### src/design/assert_macros.svh
// ----------------------------------------------------------------------------
// assert_macros.svh
// Assertion helpers included by the deque top level, double_ended_queue.sv.
// ----------------------------------------------------------------------------
`ifndef ASSERT_MACROS_SVH
`define ASSERT_MACROS_SVH

// expression holds at every rising clock edge out of reset
`define ASSERT_ALWAYS(lbl, clk, rst_n, expr, msg) \
    lbl: assert property (@(posedge clk) disable iff (!rst_n) (expr)) \
        else $error(msg);

// same-cycle implication
`define ASSERT_IMPLIES(lbl, clk, rst_n, ante, cons, msg) \
    lbl: assert property (@(posedge clk) disable iff (!rst_n) (ante) |-> (cons)) \
        else $error(msg);

// next-cycle implication
`define ASSERT_NEXT(lbl, clk, rst_n, ante, cons, msg) \
    lbl: assert property (@(posedge clk) disable iff (!rst_n) (ante) |=> (cons)) \
        else $error(msg);

`endif

### src/design/dq_pkg.sv
`timescale 1ns / 1ps
// ----------------------------------------------------------------------------
// dq_pkg
// Types and constants of the double-ended queue.
// ----------------------------------------------------------------------------
package dq_pkg;

    localparam int WORD_W      = 32;
    localparam int OCC_W       = 5;
    localparam int DEPTH_DFLT  = 16;

    localparam logic [WORD_W-1:0] EMPTY_WORD = '1;

    typedef enum logic [1:0] {
        OP_PUSH_FRONT = 2'd0,
        OP_PUSH_BACK  = 2'd1,
        OP_POP_FRONT  = 2'd2,
        OP_POP_BACK   = 2'd3
    } op_t;

    // per-row command: shift toward the tail, shift toward the head,
    // or load the push word at the cell that sits at the current count
    typedef struct packed {
        logic shift_up;
        logic shift_down;
        logic load;
    } row_ctl_t;

endpackage

### src/design/dq_cell.sv
`timescale 1ns / 1ps
// ----------------------------------------------------------------------------
// dq_cell
// One storage cell of a row: holds a word, takes it from either neighbor or the push word.
// ----------------------------------------------------------------------------
module dq_cell (
    input  logic                         clk,
    input  dq_pkg::row_ctl_t             ctl,
    input  logic [dq_pkg::WORD_W-1:0]    lower_word,
    input  logic [dq_pkg::WORD_W-1:0]    upper_word,
    input  logic [dq_pkg::WORD_W-1:0]    push_word,
    output logic [dq_pkg::WORD_W-1:0]    word
);

    logic [dq_pkg::WORD_W-1:0] word_reg;
    logic [dq_pkg::WORD_W-1:0] word_next;

    always_comb
    begin
        priority if (ctl.shift_up)
        begin
            word_next = lower_word;
        end
        else if (ctl.shift_down)
        begin
            word_next = upper_word;
        end
        else if (ctl.load)
        begin
            word_next = push_word;
        end
        else
        begin
            word_next = word_reg;
        end
    end

    always_ff @(posedge clk)
    begin
        word_reg <= word_next;
    end

    assign word = word_reg;

endmodule

### src/design/dq_row.sv
`timescale 1ns / 1ps
// ----------------------------------------------------------------------------
// dq_row
// Row of DEPTH cells with its head at cell 0.
// ----------------------------------------------------------------------------
module dq_row #(
    parameter int DEPTH = dq_pkg::DEPTH_DFLT,
    parameter int CW    = $clog2(DEPTH + 1)
) (
    input  logic                         clk,
    input  dq_pkg::row_ctl_t             ctl,
    input  logic [CW-1:0]                count,
    input  logic [dq_pkg::WORD_W-1:0]    push_word,
    output logic [dq_pkg::WORD_W-1:0]    head_word
);

    logic [dq_pkg::WORD_W-1:0] words [DEPTH];

    for (genvar i = 0; i < DEPTH; i++)
    begin : g_cell
        dq_pkg::row_ctl_t          cell_ctl;
        logic [dq_pkg::WORD_W-1:0] lower_word;
        logic [dq_pkg::WORD_W-1:0] upper_word;

        assign cell_ctl.shift_up   = ctl.shift_up;
        assign cell_ctl.shift_down = ctl.shift_down;
        assign cell_ctl.load       = ctl.load && (count == CW'(i));

        if (i == 0)
        begin : g_first
            assign lower_word = push_word;
        end
        else
        begin : g_inner
            assign lower_word = words[i-1];
        end

        if (i == DEPTH - 1)
        begin : g_last
            assign upper_word = words[i];
        end
        else
        begin : g_body
            assign upper_word = words[i+1];
        end

        dq_cell u_cell (
            .clk        (clk),
            .ctl        (cell_ctl),
            .lower_word (lower_word),
            .upper_word (upper_word),
            .push_word  (push_word),
            .word       (words[i])
        );
    end

    assign head_word = words[0];

endmodule

### src/design/double_ended_queue.sv
`timescale 1ns / 1ps
// ----------------------------------------------------------------------------
// double_ended_queue
// Deque of signed 32-bit words with push and pop at both ends.
// ----------------------------------------------------------------------------
// One item is accepted per clock cycle while in_stall is low, and its result
// is registered. The output register plus one skid entry take one more item
// while the consumer stalls; after that in_stall stays high until the output
// drains, and the skid entry moves into the output register before the next
// item is taken. Words live in two rows of DEPTH cells holding the same
// contents in opposite order: the front row has the front word at its head
// cell, the back row the back word. A push at one end shifts that end's row by
// one cell and writes the word into the other row at the cell given by the
// count; a pop reads the head cell of its end's row and shifts that row. Every
// cell of a row moves in parallel within the cycle, and at most one other cell
// is written, which sets the one-item-per-cycle rate.
`include "assert_macros.svh"

module double_ended_queue #(
    parameter int DEPTH = dq_pkg::DEPTH_DFLT
) (
    input  logic                                clk,
    input  logic                                rst_n,
    input  logic                                in_valid,
    output logic                                in_stall,
    input  logic [1:0]                          func,
    input  logic signed [dq_pkg::WORD_W-1:0]    push_value,
    output logic                                out_valid,
    input  logic                                out_stall,
    output logic signed [dq_pkg::WORD_W-1:0]    pop_value,
    output logic                                was_empty,
    output logic                                overflow,
    output logic [dq_pkg::OCC_W-1:0]            occupancy
);

    localparam int CW = $clog2(DEPTH + 1);

    typedef struct packed {
        logic [dq_pkg::WORD_W-1:0] value;
        logic                      empty;
        logic                      ovf;
        logic [dq_pkg::OCC_W-1:0]  occ;
    } result_t;

    logic [CW-1:0]             count_reg;
    logic [CW-1:0]             count_next;
    result_t                   out_reg;
    result_t                   out_next;
    logic                      out_valid_reg;
    logic                      out_valid_next;
    result_t                   skid_reg;
    logic                      skid_valid_reg;
    logic                      skid_valid_next;

    dq_pkg::op_t               op;
    dq_pkg::row_ctl_t          front_ctl;
    dq_pkg::row_ctl_t          back_ctl;
    logic [dq_pkg::WORD_W-1:0] front_head;
    logic [dq_pkg::WORD_W-1:0] back_head;
    logic                      accept;
    logic                      out_fire;
    logic                      is_full;
    logic                      is_empty;
    logic                      push_grow;
    logic                      pop_on_empty;
    result_t                   res;

    assign op       = dq_pkg::op_t'(func);
    assign accept   = in_valid && !in_stall;
    assign out_fire = out_valid_reg && !out_stall;
    assign in_stall = skid_valid_reg;
    assign is_full  = (count_reg == CW'(DEPTH));
    assign is_empty = (count_reg == '0);

    assign push_grow    = accept && !func[1] && !is_full;
    assign pop_on_empty = accept && func[1] && is_empty;

    always_comb
    begin
        front_ctl  = '0;
        back_ctl   = '0;
        count_next = count_reg;
        res.value  = dq_pkg::EMPTY_WORD;
        res.empty  = 1'b0;
        res.ovf    = 1'b0;
        unique case (op)
            dq_pkg::OP_PUSH_FRONT:
            begin
                if (is_full)
                begin
                    res.ovf = 1'b1;
                end
                else
                begin
                    front_ctl.shift_up = accept;
                    back_ctl.load      = accept;
                    count_next         = count_reg + CW'(1);
                end
            end
            dq_pkg::OP_PUSH_BACK:
            begin
                if (is_full)
                begin
                    res.ovf = 1'b1;
                end
                else
                begin
                    back_ctl.shift_up = accept;
                    front_ctl.load    = accept;
                    count_next        = count_reg + CW'(1);
                end
            end
            dq_pkg::OP_POP_FRONT:
            begin
                if (is_empty)
                begin
                    res.empty = 1'b1;
                end
                else
                begin
                    res.value            = front_head;
                    front_ctl.shift_down = accept;
                    count_next           = count_reg - CW'(1);
                end
            end
            dq_pkg::OP_POP_BACK:
            begin
                if (is_empty)
                begin
                    res.empty = 1'b1;
                end
                else
                begin
                    res.value           = back_head;
                    back_ctl.shift_down = accept;
                    count_next          = count_reg - CW'(1);
                end
            end
            default:
            begin
                res.value = dq_pkg::EMPTY_WORD;
            end
        endcase
        res.occ = dq_pkg::OCC_W'(count_next);
    end

    dq_row #(
        .DEPTH (DEPTH),
        .CW    (CW)
    ) u_front_row (
        .clk       (clk),
        .ctl       (front_ctl),
        .count     (count_reg),
        .push_word (push_value),
        .head_word (front_head)
    );

    dq_row #(
        .DEPTH (DEPTH),
        .CW    (CW)
    ) u_back_row (
        .clk       (clk),
        .ctl       (back_ctl),
        .count     (count_reg),
        .push_word (push_value),
        .head_word (back_head)
    );

    // output stage plus skid entry
    always_comb
    begin
        out_next        = out_reg;
        out_valid_next  = out_valid_reg;
        skid_valid_next = skid_valid_reg;
        priority if (skid_valid_reg && out_fire)
        begin
            out_next        = skid_reg;
            out_valid_next  = 1'b1;
            skid_valid_next = 1'b0;
        end
        else if (accept && (!out_valid_reg || out_fire))
        begin
            out_next       = res;
            out_valid_next = 1'b1;
        end
        else if (accept)
        begin
            skid_valid_next = 1'b1;
        end
        else if (out_fire)
        begin
            out_valid_next = 1'b0;
        end
    end

    always_ff @(posedge clk or negedge rst_n)
    begin
        if (!rst_n)
        begin
            count_reg      <= '0;
            out_valid_reg  <= 1'b0;
            skid_valid_reg <= 1'b0;
        end
        else
        begin
            if (accept)
            begin
                count_reg <= count_next;
            end
            out_valid_reg  <= out_valid_next;
            skid_valid_reg <= skid_valid_next;
        end
    end

    always_ff @(posedge clk)
    begin
        out_reg <= out_next;
        if (accept && out_valid_reg && !out_fire)
        begin
            skid_reg <= res;
        end
    end

    assign out_valid = out_valid_reg;
    assign pop_value = out_reg.value;
    assign was_empty = out_reg.empty;
    assign overflow  = out_reg.ovf;
    assign occupancy = out_reg.occ;

    `ASSERT_ALWAYS(a_count_range, clk, rst_n, count_reg <= CW'(DEPTH), "count beyond depth")
    `ASSERT_IMPLIES(a_skid_out, clk, rst_n, skid_valid_reg, out_valid_reg, "skid alone")
    `ASSERT_NEXT(a_push, clk, rst_n, push_grow, count_reg == $past(count_reg) + CW'(1), "push lost")
    `ASSERT_NEXT(a_empty_pop, clk, rst_n, pop_on_empty, $stable(count_reg), "empty pop moved count")

endmodule
### config.mk
export PLATFORM = sky130hd
export DESIGN_NAME = double_ended_queue
export DESIGN_NICKNAME = d
export VERILOG_FILES = /design/src/design/dq_pkg.sv /design/src/design/dq_cell.sv /design/src/design/dq_row.sv /design/src/design/double_ended_queue.sv
export VERILOG_INCLUDE_DIRS = /design/src /design/src/design
export SDC_FILE = /design/constraint.sdc
export NUM_CORES = 2
export LEC_CHECK = 0
export BUFFER_PORTS_ARGS = -buffer_cell sky130_fd_sc_hd__buf_2
export CAP_MARGIN = 15
export CELL_PAD_IN_SITES_DETAIL_PLACEMENT = 0
export CELL_PAD_IN_SITES_GLOBAL_PLACEMENT = 1
export CORE_ASPECT_RATIO = 0.7
export CORE_UTILIZATION = 45
export CTS_BUF_LIST = sky130_fd_sc_hd__clkbuf_4 sky130_fd_sc_hd__clkbuf_8
export CTS_CLUSTER_DIAMETER = 120
export DETAILED_ROUTE_END_ITERATION = 8
export HOLD_SLACK_MARGIN = 0.15
export PLACE_DENSITY_LB_ADDON = 0.1
export SETUP_SLACK_MARGIN = 0.1
export SLEW_MARGIN = 10
export SYNTH_ARGS = -nofsm -noshare
export SYNTH_HDL_FRONTEND = slang
export SYNTH_SLANG_ARGS = --single-unit
### constraint.sdc
create_clock -name clk -period 4.3 [get_ports clk]
set_input_delay 0.215 -clock clk [delete_from_list [all_inputs] [get_ports clk]]
set_output_delay 0.215 -clock clk [all_outputs]
set_load 0.02 [all_outputs]
Word-level counts from Yosys, hierarchy flattened. Cells that the tools add are included.

Add/sub/neg operators: 2. Equal/unequal tests: 23. Mux-type cells: 120. Reductions and logical operators: 86.

Operators with widths (count): two-way mux 32 bit (98); nonzero test 3 bit (31); two-way mux 39 bit (2); one-hot mux 33 bit (2 select lines) (1); equality test 5 x 4 -> 1 bit (second input constant) (8); logical AND 1 bit (38); equality test 5 x 3 -> 1 bit (second input constant) (4); two-way mux 1 bit (16); equality test 5 x 2 -> 1 bit (second input constant) (2); two-way mux 5 bit (2); one-hot mux 5 bit (2 select lines) (1); AND reduction 2 bit (4); nonzero test 2 bit (4); adder 5 x 1 -> 5 bit (second input constant) (1); equality test 5 x 1 -> 1 bit (second input constant) (1); equality test 5 bit (second input constant) (1); zero test 5 bit (1); subtractor 5 x 1 -> 5 bit (second input constant) (1); equality test 2 bit (second input constant) (2); zero test 1 bit (4); != test 2 x 1 -> 1 bit (second input constant) (2); OR reduction 2 bit (2); != test 3 x 1 -> 1 bit (second input constant) (1); equality test 2 x 1 -> 1 bit (second input constant) (1); 3 further kinds (3).

Register bits: 1109. Bits of input ports: 38. Output and inout bits: 41. Word-level logic and storage cells: 274.

Logic depth before layout (Yosys ltp).
Depth in word-level cells: 8. Depth in mapped cells: 10. Depth with buffers taken out: 6.

Cells and area by module. A second synthesis with hierarchy kept.

Cell total of the unflattened synthesis: 4834. Area, all modules: 57761.6 um^2.

Modules (own cells, without submodules): dq_cell (times used 32, cells an instance 140, area an instance 1672.9 um^2, seq. area each 960.9 um^2); double_ended_queue (times used 1, cells an instance 308, area an instance 3967.6 um^2, seq. area each 2517.4 um^2); dq_row (times used 2, cells an instance 23, area an instance 131.4 um^2, seq. area each 0.0 um^2).

Worst setup path before layout. No wires, ideal clock.

Path kind: register to register. Start: register count_reg[0]. End: register u_front_row.g_cell[8].u_cell.word_reg, in the netlist u_front_row.g_cell[8].u_cell.word[0] (enable). Setup time: 0.466 ns. Arrival time: 3.835 ns. Required time: 3.834 ns. Path slack: 0.000 ns. Cell stages (with the launch flop): 9. Path buffers: 3. Clock period less this slack: 4.300 ns. Path through: dfrtp_1 inv_1 ha_1 or3b_1 buf_2 o21ai_1 buf_4 buf_2 o21ai_0.

Word-level cells in the longest chain between the ends: 5. Elaborated cells on any way between the ends: 10. Those cells by class: eq/ne: 2; mux: 5; reduce/logical: 3.

RTL lines: start, declared (line double_ended_queue.sv:45) `logic [CW-1:0] count_reg;`; start signal, assigned (line double_ended_queue.sv:208) `count_reg <= count_next;`; equality test 5 bit (line double_ended_queue.sv:72) `assign is_full = (count_reg == CW'(DEPTH));`; two-way mux 1 bit (line double_ended_queue.sv:89, double_ended_queue.sv:102); two-way mux 1 bit (line double_ended_queue.sv:86) `unique case (op)`; logical AND 1 bit (line dq_row.sv:27) `assign cell_ctl.load = ctl.load && (count == CW'(i));`; nonzero test 3 bit (no source line) *; end signal, assigned (line dq_cell.sv:40) `word_reg <= word_next;`; end, declared (line dq_cell.sv:15) `logic [dq_pkg::WORD_W-1:0] word_reg;`.

Mark *: on every way between the ends. The rest lies on a longest branch, timed or not. A chain may end at the register's enable or synchronous reset.

Worst setup path in the final report.
Start: register count_reg[0]. End: register u_front_row.g_cell[15].u_cell.word_reg, in the netlist u_front_row.g_cell[15].u_cell.word[7] (data pin).

Word-level cells in the longest chain between the ends: 4.

RTL lines: equality test 5 bit (line double_ended_queue.sv:72); two-way mux 1 bit (line double_ended_queue.sv:89) `if (is_full)`; two-way mux 1 bit (line double_ended_queue.sv:86); two-way mux 32 bit (line dq_cell.sv:20) `priority if (ctl.shift_up)`; net u_front_row.g_cell[15].u_cell.word_next (one bit) (line dq_cell.sv:16) `logic [dq_pkg::WORD_W-1:0] word_next;`; end signal, assigned (line dq_cell.sv:40); end, declared (line dq_cell.sv:15).

The timed path passes the listed nets, and every way through them passes these cells.

==> summary.txt <==
Status
  – Status: finished with violations
  – Failing checks: design-rule violations

CTS
  – Clk_lat worst skew: 0.86 ns
  – Clk buf depth: 3
  – H-tree Lvls: 4
  – Root buf cell: clkbuf_8
  – Clock Pin Slew Worst Setup and Hold Paths: 0.07 ns
  – Setup bufs post-CTS: 0
  – CTS Sinks: 1109
  – Total CTS buffers: 173
  – CTS tree: built

Route
  – Drt wl/cell: 27.5 um
  – Vias: 33600
  – DRT Pass-1 Iters: 8
  – Detailed-route DRC error count: 7
  – DRT iter0 DRCs: 4007
  – Vias per cell: 6.53
  – Antenna viol nets, final: 0
  – Total Wirelength: 141000 um

Critical path
  – Critical Path Start: count_reg[0]$_DFFE_PN0P_
  – Worst EP arrival: 4.08 ns
  – Critical Path RT: 4.91 ns
  – Crit Path Class: flip-flop to flip-flop
  – Reg-to-reg startpoint: count_reg[0]$_DFFE_PN0P_
  – Startpoint Class: flip-flop
  – CP endpoint kind: flip-flop
  – Flop-to-flop setup slack: 0.82 ns
  – Crit path max fanout: 52

STA
  – Slew at the pin with the worst max-slew slack: 1.04 ns
  – Final Hold Fails: 0
  – Rel. slew slack: 30.6%
  – Achievable clock frequency: 0.287 GHz
  – Tcrit/Tclk final: 80.9%
  – Final setup viols: 0
  – Setup ws final: 0.821 ns
  – Max-slew violation count: 0
  – Clk_skew: 0.0269 ns
  – Min Clock Period, post-route: 3.48 ns
  – RSZ-0062 raised after global routing: no
  – WHS: 0.284 ns

Die
  – Initial core utilization: 45.4%
  – Row cnt: 101
  – Die height: 279 um
  – Die width: 397 um
  – Full die area: 0.111 mm2
  – Total core area: 0.108 mm2
  – Top Ports: 79

Pwr
  – Combinational share of power: 22.5%
  – Clock Power Share: 27.9%
  – Internal power: 21000 uW
  – Sw Pwr: 9990 uW
  – Sequential share of power: 49.6%
  – Leakage power: 0.0179 uW
  – Pwr Density: 563 mW/mm2
  – Sw Ratio: 32.2%
  – Max VDD drop: 0.341 mV

Hold path
  – Min-delay worst type: input port to flip-flop
  – Worst hold path startpoint: in_valid

Cells and area
  – Fillers: 9086
  – Fin nets: 3615
  – Final Cell Area: 0.0551 mm2
  – Ratio of cells with drive above 1 in the final layout: 17.1%
  – Area growth syn-to-layout: 12.1%

Synth
  – FF+latch count, synth: 1109
  – Distinct cell type count after synthesis: 51
  – Synthesized instance count: 3522
  – Ys Warns: 0
  – FFs w/ async S/R, synth: 0.631%
  – Syn_nets: 3566
  – Synth Flop Type: edfxtp_1
  – Post-synth EDFFs: 1102
  – Mean Syn Cell Area: 14.0 um2
  – Sequential cell area fraction in the yosys report: 67.7%
  – Mapped cell area: 0.0491 mm2

Placement
  – IO buf count: 78
  – Detailed placement HPWL: 77800 um
  – RD Place Congestion: 0.832
  – Placed cell area: 0.0515 mm2
  – Place WS: 0.893 ns

Global routing
  – Largest net degree at the start of global routing: 241
  – Number of global-route vias before repair: 32000
  – First-pass GRT wire length: 209000 um
  – Initial antenna violation count: 3
  – Total grt overflow: 0
  – Total track usage: 25.1%

Job
  – Max cap viols: 0
## metal layers
metal / track usage [%] / wire, um / vias to the layer above
met5: 0 / 13 / -
met4: 8.14 / 3450 / 2
met3: 5.39 / 11500 / 199
met2: 36.1 / 61400 / 1591
met1: 37.7 / 64800 / 17100
li1: - / - / 14700
## repair_timing
action,CTS,global route
gates resized for setup,0,0
hold endpoints to repair,1126,0
hold buffers,40,0
## final cells by class
cell class	instances	area, um2	area share (%)
flip-flops and latches	1109	33300	60.4
multi-input cells	2079	14900	27.0
clock buffers	247	3000	5.44
repair buffers	203	1900	3.46
well taps	1442	1800	3.27
clock inverters	54	243	0.441
inverters	5	18.8	0.0341
diodes	1	2.50	0.00454
## power groups by stage
stage	combinational, uW	sequential [uW]	clock, uW
after floorplan	4270	15300	0
after global placement	6670	15500	0
after detailed placement	6870	15600	0
after CTS	6930	15400	8910
after global routing	7550	15500	9300
final	6970	15400	8660
## synthesized netlist by cell type, types with 32 or more instances
master / instances / area share [%]
buf_2: 108 / 1.1
clkbuf_1: 184 / 1.4
a221o_1: 257 / 5.2
nor2_1: 49 / 0.37
o21ai_0: 575 / 5.9
a31oi_1: 32 / 0.41
a21oi_1: 32 / 0.33
mux2i_1: 33 / 0.67
mux2_2: 137 / 3.1
o21ai_1: 74 / 0.75
nand2_1: 109 / 0.83
and2_1: 66 / 0.84
a22oi_1: 640 / 9.8
edfxtp_1: 1102 / 67
## critical path: stages (launching register included)
cell and delay [ns]:
dfrtp_1 0.44, inv_1 0.14, ha_1 0.34, or3b_1 0.52
o21ai_2 0.25, nor2_4 0.75, buf_12 0.34, mux2_2 0.38
## final timing paths
kind / end / depth (start not counted)
max: u_front_row.g_cell[15].u_cell.word[7]$_DFFE_PP_ / 7
min in group asynchronous: count_reg[0]$_DFFE_PN0P_ / 3
max in group asynchronous: out_valid$_DFFE_PN0P_ / 3
min: in_stall$_DFFE_PN0P_ / 4
max reg2reg: u_front_row.g_cell[15].u_cell.word[7]$_DFFE_PP_ / 7
min reg2reg: u_front_row.g_cell[14].u_cell.word[17]$_DFFE_PP_ / 1
## through the flow
step / power [uW] / TNS [ns] / utilization [%] / instances
floorplan: 19600 / -0.0168 / - / 3522
global placement: 22200 / 0 / 47.5 / 4798
detailed placement: 22400 / 0 / 47.5 / 4798
CTS: 31200 / 0 / 50.9 / 5139
global route: 32400 / 0 / 50.9 / 5140
finish: 31000 / 0 / 50.9 / 5140
## kinds of logic (layout without fill, tap and decap cells)
logic type               after synthesis  after routing  share of synthesized area (%)
AO/OA/AOI/OAI                       1625           1625                           22.6
flip-flops                          1109           1109                           67.7
buffers and inverters                334            509                           2.97
AND/OR/NAND/NOR                      274            274                           2.73
multiplexers                         170            170                           3.81
adder cells (fa/ha/maj)                6              6                          0.153
XOR/XNOR                               4              4                         0.0713
other                                  0              1                              0
## cells in the final DEF (no fill, tap or decap), types with 8 or more instances in the layout
cell type,instances
a21oi_1,12
a21oi_4,20
a221o_1,257
a22oi_1,640
a31oi_1,32
and2_1,66
buf_12,38
buf_2,78
buf_4,47
clkbuf_4,64
clkbuf_8,183
clkinv_1,32
clkinv_2,17
dlygate4sd3_1,40
edfxtp_1,1102
mux2_2,137
mux2i_1,33
nand2_1,108
nand2_2,11
nor2_1,40
nor2_4,12
o21ai_0,569
o21ai_1,73
o21ai_4,8
No activity file was read; power rests on OpenSTA's default activity.
